[config.mk]
export PLATFORM = sky130hd
export DESIGN_NAME = pickle_subset_token_parser_top
export DESIGN_NICKNAME = d
export VERILOG_FILES = /design/src/design/pspt_pkg.sv /design/src/design/pspt_step.sv /design/src/design/pickle_subset_token_parser_top.sv
export SDC_FILE = /design/constraint.sdc
export NUM_CORES = 1
export LEC_CHECK = 0
export BUFFER_PORTS_ARGS = -buffer_cell sky130_fd_sc_hd__buf_2
export CORE_ASPECT_RATIO = 2
export CORE_MARGIN = 4
export CORE_UTILIZATION = 61
export DETAILED_ROUTE_END_ITERATION = 10
export HOLD_SLACK_MARGIN = 0.1
export PLACE_DENSITY_LB_ADDON = 0.2
export SLEW_MARGIN = 30
export SYNTH_ARGS = -nofsm -noshare
export SYNTH_HDL_FRONTEND = slang
export SYNTH_SLANG_ARGS = --single-unit
[constraint.sdc]
create_clock -name clk -period 5.2 [get_ports clk]
set_clock_uncertainty 0.15 [all_clocks]
set_input_delay 0.26 -clock clk [delete_from_list [all_inputs] [get_ports clk]]
set_output_delay 0.26 -clock clk [all_outputs]
set_load 0.01 [all_outputs]
[src/design/pspt_pkg.sv]
`timescale 1ns / 1ps

package pspt_pkg;

  typedef enum logic [2:0] {
    PH_OPCODE    = 3'd0,
    PH_SHORT_LEN = 3'd1,
    PH_WIDE_LEN  = 3'd2,
    PH_STR_BODY  = 3'd3,
    PH_INT_BODY  = 3'd4,
    PH_LONG_LEN  = 3'd5,
    PH_LONG_BODY = 3'd6,
    PH_SKIP      = 3'd7
  } phase_t;

  typedef enum logic [2:0] {
    KIND_STR_BYTE = 3'd0,
    KIND_EMPTY    = 3'd1,
    KIND_NUMBER   = 3'd2,
    KIND_BAD_OP   = 3'd3,
    KIND_TRUNC    = 3'd4
  } kind_t;

  // opcodes of the supported subset
  localparam logic [7:0] OP_SHORT_STR  = 8'h55;  // 'U'
  localparam logic [7:0] OP_WIDE_STR   = 8'h58;  // 'X'
  localparam logic [7:0] OP_INT1       = 8'h4B;  // 'K'
  localparam logic [7:0] OP_INT2       = 8'h4D;  // 'M'
  localparam logic [7:0] OP_INT4       = 8'h4A;  // 'J'
  localparam logic [7:0] OP_LONG1      = 8'h8A;
  localparam logic [7:0] OP_PROTO      = 8'h80;
  localparam logic [7:0] OP_PUT        = 8'h71;  // 'q'
  localparam logic [7:0] OP_LONG_PUT   = 8'h72;  // 'r'
  localparam logic [7:0] OP_STOP       = 8'h2E;  // '.'
  localparam logic [7:0] OP_APPEND     = 8'h61;  // 'a'
  localparam logic [7:0] OP_SETITEMS   = 8'h75;  // 'u'
  localparam logic [7:0] OP_MARK       = 8'h28;  // '('
  localparam logic [7:0] OP_EMPTY_LIST = 8'h5D;  // ']'
  localparam logic [7:0] OP_EMPTY_DICT = 8'h7D;  // '}'
  localparam logic [7:0] OP_TUPLE1     = 8'h85;
  localparam logic [7:0] OP_TUPLE2     = 8'h86;
  localparam logic [7:0] OP_TUPLE3     = 8'h87;

  // argument byte index saturates here; only the low four bytes matter
  localparam logic [2:0] POS_FULL = 3'd4;

  typedef struct packed {
    phase_t      phase;
    logic [31:0] remaining;
    logic [2:0]  position;
    logic [31:0] acc;
    logic        finished;
  } parse_state_t;

  typedef struct packed {
    logic        valid;
    kind_t       kind;
    logic [31:0] value;
    logic        last;
  } token_t;

  localparam parse_state_t STATE_RESET = '{
    phase:     PH_OPCODE,
    remaining: 32'd0,
    position:  3'd0,
    acc:       32'd0,
    finished:  1'b0
  };

endpackage

[src/design/pspt_step.sv]
`timescale 1ns / 1ps

module pspt_step (
  input  pspt_pkg::parse_state_t cur_i,
  input  logic [7:0]             byte_i,
  input  logic                   end_i,
  output pspt_pkg::parse_state_t nxt_o,
  output pspt_pkg::token_t       tok_o
);

  function automatic pspt_pkg::parse_state_t start_args(pspt_pkg::phase_t ph,
                                                        logic [31:0] cnt,
                                                        logic fin);
    pspt_pkg::parse_state_t s;
    s.phase     = ph;
    s.remaining = cnt;
    s.position  = 3'd0;
    s.acc       = 32'd0;
    s.finished  = fin;
    return s;
  endfunction

  logic [31:0]            acc_add;
  logic [31:0]            acc_keep;
  logic [2:0]             pos_sat;
  logic                   body_done;
  pspt_pkg::parse_state_t nxt;
  pspt_pkg::token_t       tok;

  always_comb begin
    acc_add   = cur_i.acc | (32'(byte_i) << {cur_i.position[1:0], 3'b000});
    acc_keep  = (cur_i.position < pspt_pkg::POS_FULL) ? acc_add : cur_i.acc;
    pos_sat   = (cur_i.position < pspt_pkg::POS_FULL) ? cur_i.position + 3'd1
                                                      : cur_i.position;
    body_done = (cur_i.remaining <= 32'd1);

    nxt       = cur_i;
    tok.valid = 1'b0;
    tok.kind  = pspt_pkg::KIND_STR_BYTE;
    tok.value = 32'd0;
    tok.last  = 1'b0;

    if (!cur_i.finished) begin
      case (cur_i.phase)
        pspt_pkg::PH_OPCODE: begin
          case (byte_i)
            pspt_pkg::OP_SHORT_STR: nxt = start_args(pspt_pkg::PH_SHORT_LEN, 32'd1, 1'b0);
            pspt_pkg::OP_WIDE_STR:  nxt = start_args(pspt_pkg::PH_WIDE_LEN, 32'd4, 1'b0);
            pspt_pkg::OP_INT1:      nxt = start_args(pspt_pkg::PH_INT_BODY, 32'd1, 1'b0);
            pspt_pkg::OP_INT2:      nxt = start_args(pspt_pkg::PH_INT_BODY, 32'd2, 1'b0);
            pspt_pkg::OP_INT4:      nxt = start_args(pspt_pkg::PH_INT_BODY, 32'd4, 1'b0);
            pspt_pkg::OP_LONG1:     nxt = start_args(pspt_pkg::PH_LONG_LEN, 32'd1, 1'b0);
            pspt_pkg::OP_PROTO:     nxt = start_args(pspt_pkg::PH_SKIP, 32'd1, 1'b0);
            pspt_pkg::OP_PUT:       nxt = start_args(pspt_pkg::PH_SKIP, 32'd1, 1'b0);
            pspt_pkg::OP_LONG_PUT:  nxt = start_args(pspt_pkg::PH_SKIP, 32'd4, 1'b0);
            pspt_pkg::OP_APPEND, pspt_pkg::OP_SETITEMS, pspt_pkg::OP_MARK,
            pspt_pkg::OP_EMPTY_LIST, pspt_pkg::OP_EMPTY_DICT,
            pspt_pkg::OP_TUPLE1, pspt_pkg::OP_TUPLE2, pspt_pkg::OP_TUPLE3: begin
              nxt = cur_i;
            end
            pspt_pkg::OP_STOP: nxt.finished = 1'b1;
            default: begin
              tok.valid    = 1'b1;
              tok.kind     = pspt_pkg::KIND_BAD_OP;
              nxt.finished = 1'b1;
            end
          endcase
        end
        pspt_pkg::PH_SHORT_LEN: begin
          if (byte_i == 8'd0) begin
            tok.valid = 1'b1;
            tok.kind  = pspt_pkg::KIND_EMPTY;
            tok.last  = 1'b1;
            nxt       = start_args(pspt_pkg::PH_OPCODE, 32'd0, 1'b0);
          end else begin
            nxt = start_args(pspt_pkg::PH_STR_BODY, 32'(byte_i), 1'b0);
          end
        end
        pspt_pkg::PH_WIDE_LEN: begin
          if (pos_sat == pspt_pkg::POS_FULL) begin
            if (acc_add == 32'd0) begin
              tok.valid = 1'b1;
              tok.kind  = pspt_pkg::KIND_EMPTY;
              tok.last  = 1'b1;
              nxt       = start_args(pspt_pkg::PH_OPCODE, 32'd0, 1'b0);
            end else begin
              nxt = start_args(pspt_pkg::PH_STR_BODY, acc_add, 1'b0);
            end
          end else begin
            nxt.acc      = acc_add;
            nxt.position = pos_sat;
          end
        end
        pspt_pkg::PH_STR_BODY: begin
          tok.valid = 1'b1;
          tok.kind  = pspt_pkg::KIND_STR_BYTE;
          tok.value = 32'(byte_i);
          tok.last  = body_done;
          if (body_done) nxt = start_args(pspt_pkg::PH_OPCODE, 32'd0, 1'b0);
          else nxt.remaining = cur_i.remaining - 32'd1;
        end
        pspt_pkg::PH_LONG_LEN: begin
          if (byte_i == 8'd0) begin
            tok.valid = 1'b1;
            tok.kind  = pspt_pkg::KIND_NUMBER;
            nxt       = start_args(pspt_pkg::PH_OPCODE, 32'd0, 1'b0);
          end else begin
            nxt = start_args(pspt_pkg::PH_LONG_BODY, 32'(byte_i), 1'b0);
          end
        end
        pspt_pkg::PH_INT_BODY, pspt_pkg::PH_LONG_BODY: begin
          if (body_done) begin
            tok.valid = 1'b1;
            tok.kind  = pspt_pkg::KIND_NUMBER;
            tok.value = acc_keep;
            nxt       = start_args(pspt_pkg::PH_OPCODE, 32'd0, 1'b0);
          end else begin
            nxt.remaining = cur_i.remaining - 32'd1;
            nxt.acc       = acc_keep;
            nxt.position  = pos_sat;
          end
        end
        pspt_pkg::PH_SKIP: begin
          if (body_done) nxt = start_args(pspt_pkg::PH_OPCODE, 32'd0, 1'b0);
          else nxt.remaining = cur_i.remaining - 32'd1;
        end
        default: nxt = start_args(pspt_pkg::PH_OPCODE, 32'd0, 1'b0);
      endcase
    end

    // end of table: an unfinished item overrides whatever the byte gave
    if (end_i) begin
      if (!nxt.finished && nxt.phase != pspt_pkg::PH_OPCODE) begin
        tok.valid = 1'b1;
        tok.kind  = pspt_pkg::KIND_TRUNC;
        tok.value = 32'd0;
        tok.last  = 1'b0;
      end
      nxt = pspt_pkg::STATE_RESET;
    end
  end

  assign nxt_o = nxt;
  assign tok_o = tok;

endmodule

[src/design/pickle_subset_token_parser_top.sv]
`timescale 1ns / 1ps

// Pickle token parser for a reduced protocol-2 opcode set.
// Input channel (in_*): one table byte per request in in_tdata, in_tlast on
// the final byte of a table. Output channel (out_*): one token per request,
// out_tuser the token kind, out_tdata the string byte or number, out_tlast
// on the final byte of a string and on an empty-string marker.
// A byte accepted from in_* sits in the input register until it moves on;
// its token, if any, enters the token register as it moves on, which a
// stalled output can hold off. Throughput is one byte per cycle while no
// such stall holds: the byte decode is one pass of combinational logic
// between the two registers, with the parse state updated in the same cycle.
// Bytes that produce no token move on even while the output is stalled.
// When out_tready stays low with a token held, the next byte that yields a
// token waits in the input register and in_tready drops until the held
// token is taken.
// rst_n (synchronous, active low) empties both registers and returns the
// parser to waiting for an opcode. A byte with in_tlast also returns the
// parser to that state after it is handled.

module pickle_subset_token_parser_top (
  input  logic        clk,
  input  logic        rst_n,
  input  logic        in_tvalid,
  output logic        in_tready,
  input  logic [7:0]  in_tdata,   // [7:0] table_byte
  input  logic        in_tlast,   // table_end
  output logic        out_tvalid,
  input  logic        out_tready,
  output logic [31:0] out_tdata,  // [31:0] token_value
  output logic [2:0]  out_tuser,  // [2:0] token_kind
  output logic        out_tlast   // string_last
);

  logic                   in_v_r;
  logic [7:0]             in_byte_r;
  logic                   in_last_r;
  pspt_pkg::parse_state_t state_r;
  pspt_pkg::parse_state_t state_nxt;
  pspt_pkg::token_t       tok;
  logic                   out_v_r;
  pspt_pkg::kind_t        out_kind_r;
  logic [31:0]            out_val_r;
  logic                   out_last_r;
  logic                   adv;

  pspt_step u_step (
    .cur_i  (state_r),
    .byte_i (in_byte_r),
    .end_i  (in_last_r),
    .nxt_o  (state_nxt),
    .tok_o  (tok)
  );

  assign adv       = in_v_r && (!tok.valid || !out_v_r || out_tready);
  assign in_tready = !in_v_r || adv;

  always_ff @(posedge clk) begin
    if (!rst_n) begin
      in_v_r  <= 1'b0;
      state_r <= pspt_pkg::STATE_RESET;
      out_v_r <= 1'b0;
    end else begin
      if (in_tvalid && in_tready) begin
        in_v_r    <= 1'b1;
        in_byte_r <= in_tdata;
        in_last_r <= in_tlast;
      end else if (adv) begin
        in_v_r <= 1'b0;
      end
      if (adv) state_r <= state_nxt;
      if (adv && tok.valid) begin
        out_v_r    <= 1'b1;
        out_kind_r <= tok.kind;
        out_val_r  <= tok.value;
        out_last_r <= tok.last;
      end else if (out_tready) begin
        out_v_r <= 1'b0;
      end
    end
  end

  assign out_tvalid = out_v_r;
  assign out_tdata  = out_val_r;
  assign out_tuser  = out_kind_r;
  assign out_tlast  = out_last_r;

`ifndef NO_ASSERTIONS
  a_last_kind: assert property (@(posedge clk) disable iff (!rst_n)
    out_tvalid && out_tlast |->
      out_tuser == pspt_pkg::KIND_STR_BYTE || out_tuser == pspt_pkg::KIND_EMPTY)
    else $error("tlast on a token that is not string data");

  a_zero_value: assert property (@(posedge clk) disable iff (!rst_n)
    out_tvalid && (out_tuser == pspt_pkg::KIND_EMPTY || out_tuser == pspt_pkg::KIND_BAD_OP ||
                   out_tuser == pspt_pkg::KIND_TRUNC) |-> out_tdata == 32'd0)
    else $error("nonzero value on a marker or error token");

  a_end_resets: assert property (@(posedge clk) disable iff (!rst_n)
    adv && in_last_r |=> state_r.phase == pspt_pkg::PH_OPCODE && !state_r.finished)
    else $error("parser not back to opcode after end of table");

  a_no_drop: assert property (@(posedge clk) disable iff (!rst_n)
    out_v_r && !out_tready |=> out_v_r)
    else $error("held token dropped while output stalled");
`endif

endmodule
==> results.yml <==
run_status:
  status: "finished clean"
synthesis:
  ys_ff_latch: 118
  synth_common_cells: "110 x nor2_1, 101 x a21oi_1, 73 x dfxtp_1"
  yosys.area.top_type: "dfxtp_1"
  ys_seq_area_share_pct: 42.0
  synth-edff-count: 45
  avgSynthCellArea_um2: 8.43
  synth_top_cell_area_share_pct: 21.8
  synthCells: 795
  synth_nets: 811
  ys_types: 77
  synth_area_leaders: "dfxtp_1 22%, edfxtp_1 20%, a21oi_1 7.5%"
  synth.most_common_cell: "nor2_1"
  syn_area_mm2: 0.00670
  synth-async-reset-ratio_pct: 0
  synth_ff_type: "dfxtp_1"
  yosysWarnings: 0
clocking:
  numClockSinks: 118
  cts_max_path_buffers: 2
  root_buffer: "clkbuf_16"
  cts_hold_buf: 11
  ctsResizeCount: 0
  cts_tree: "done"
  path_clk_slew_ns: 0.06
  cts_buffers: 17
  postCtsSetupBuffers: 0
  cts_max_level: 4
  insertion_delay_ns: 0.42
placed_design:
  gp_congestion: 1.11
  place_hpwl_um: 15400
  post-place-cells: 929
  numPortBuffers: 50
critical_path:
  r2r_cells: 10
  reg2reg_from: "in_byte_r[2]$_DFFE_PP_"
  reg2reg_slack_ns: 0.89
  path_class: "reg2reg"
  cp-start-kind: "flop"
  crit_required_ns: 5.36
  cp.arrival_ns: 4.48
  end_kind: "flop"
  cp-startpoint: "in_byte_r[2]$_DFFE_PP_"
  crit_fanout: 63
power:
  powerDensity_mw_per_mm2: 294
  p_total_w: 0.00224
  ir_drop_mv: 0.254
  power.leakage_nw: 2.74
die:
  die_area_mm2: 0.0128
  pin_count: 51
  die_h_um: 156
  start_util_pct: 63.2
  chipWidth_um: 82.1
  core_mm2: 0.0106
  row_count: 53
global_route:
  antenna_found_initial: 0
  grt_max_degree: 64
  grt_usage_pct: 35.0
  grt_pass1_wl_um: 34000
  grt_overflow: 0
  grt_pass1_vias: 6418
final_layout:
  drive_above_1_share_pct: 15.0
  final_cells: 972
  n_antenna_cell: 0
  layout.nets: 838
  syn_to_final_growth_pct: 13.8
timing:
  slew_viol_final: 0
  fmax_mhz: 232
  setup_viol: 0
  relSlewSlack_pct: 36.3
  rsz0062_at_grt: "false"
  fin_tns_setup_ns: 0
  hold_viol: 0
  tightest_slew_ns: 0.955
  finalCriticalPeriod_ns: 4.31
  period_share_pct: 82.9
detailed_routing:
  ant_nets: 0
  via_per_inst: 6.76
  detail_route.wl_per_cell_um: 22.0
  dr.pass1.iters: 10
  via_count: 6575
  drt_iter0_drc: 990
  drt_drc_violations_left: 0
  wl_um: 21400
worst_hold_path:
  min_path_type: "in2reg"
  min-delay-start: "rst_n"
  hold_path_depth: 2
run:
  max-cap-violations: 0
[metal layers]
metal | GRT usage, % | vias to the layer above | part of all wire [%] | routed length (um)
met3 | 6.80 | 125 | 8.2 | 1760
met5 | 0 | - | 0 | 0
li1 | - | 2997 | - | -
met1 | 39.7 | 3000 | 33 | 7140
met4 | 23.1 | 0 | 7.1 | 1510
met2 | 58.1 | 453 | 51 | 11000
[path summary, 6_finish.rpt]
| check | endpoint |
|---|---|
| worst max-delay path | state_r[65]$_SDFFE_PN0P_ |
| worst min register to register | state_r[63]$_SDFFE_PN0P_ |
| worst min-delay path | state_r[66]$_SDFFE_PN0P_ |
| worst max register to register | state_r[65]$_SDFFE_PN0P_ |
[flip-flops by register name, summed over array words and instances, names as in the netlist]
register,cells
in_byte_r,8
in_last_r,1
out_tuser,3
out_tdata,32
in_v_r,1
out_tlast,1
out_tvalid,1
state_r,71
[critical path, cell delays in order, from the launching register on]
cell and delay [ns]:
edfxtp_1 0.77, mux2_2 0.45, o32a_1 0.17, nor4_1 0.59, nand2_1 0.27, o2111ai_1 0.51
o211ai_2 0.23, nand4_4 0.14, buf_4 0.48, nor2_1 0.11, o221a_2 0.29
[cell families (layout without fill, tap and decap cells)]
family                   Yosys count  in the layout  share of synthesized area [%]
AO/OA/AOI/OAI                    241            241                           23.9
XOR/XNOR                          23             23                           3.01
adder cells (fa/ha/maj)            3              3                          0.560
buffers and inverters             75            115                           4.57
flip-flops                       118            118                           42.0
multiplexers                       1              1                          0.168
AND/OR/NAND/NOR                  334            334                           25.8
[report_power, final]
group	switching [W]	total, W	internal, W
sequential	0.0000247	0.000996	0.000972
combinational	0.0000823	0.000129	0.0000465
clock	0.000446	0.00112	0.000671
[metrics by stage]
step	area (um2)	setup WS, ns	util (%)	hold slack (ns)
3_5_place_dp	6950	1.06	65.5	0.289
6_report	7630	0.887	71.9	0.243
5_1_grt	7630	0.628	71.9	0.284
4_1_cts	7630	0.985	71.9	0.346
2_1_floorplan	6700	0.627	-	0.209
3_3_place_gp	6950	1.18	65.5	0.291
[final cells by class]
type / instances / area, um2
well taps: 137 / 171
fillers: 832 / 2980
clock buffers: 18 / 439
repair buffers: 73 / 453
clock inverters: 14 / 129
inverters: 10 / 37.5
flip-flops and latches: 118 / 2810
multi-input cells: 602 / 3590
[layout by cell type (no fill, tap or decap), types with 11 or more instances in the layout]
cell type and n:
nor2_1 109, a21oi_1 101, dfxtp_1 73, buf_2 49, nand2_1 47, nand3_1 45
edfxtp_1 45, o21ai_0 29, o22ai_1 21, nand2b_1 19, nor2b_1 19, nor4_1 18
clkbuf_16 17, nor3_1 16, xnor2_1 13, buf_4 13, a31oi_1 11, dlygate4sd3_1 11
Power figures use the tool's default switching activity.
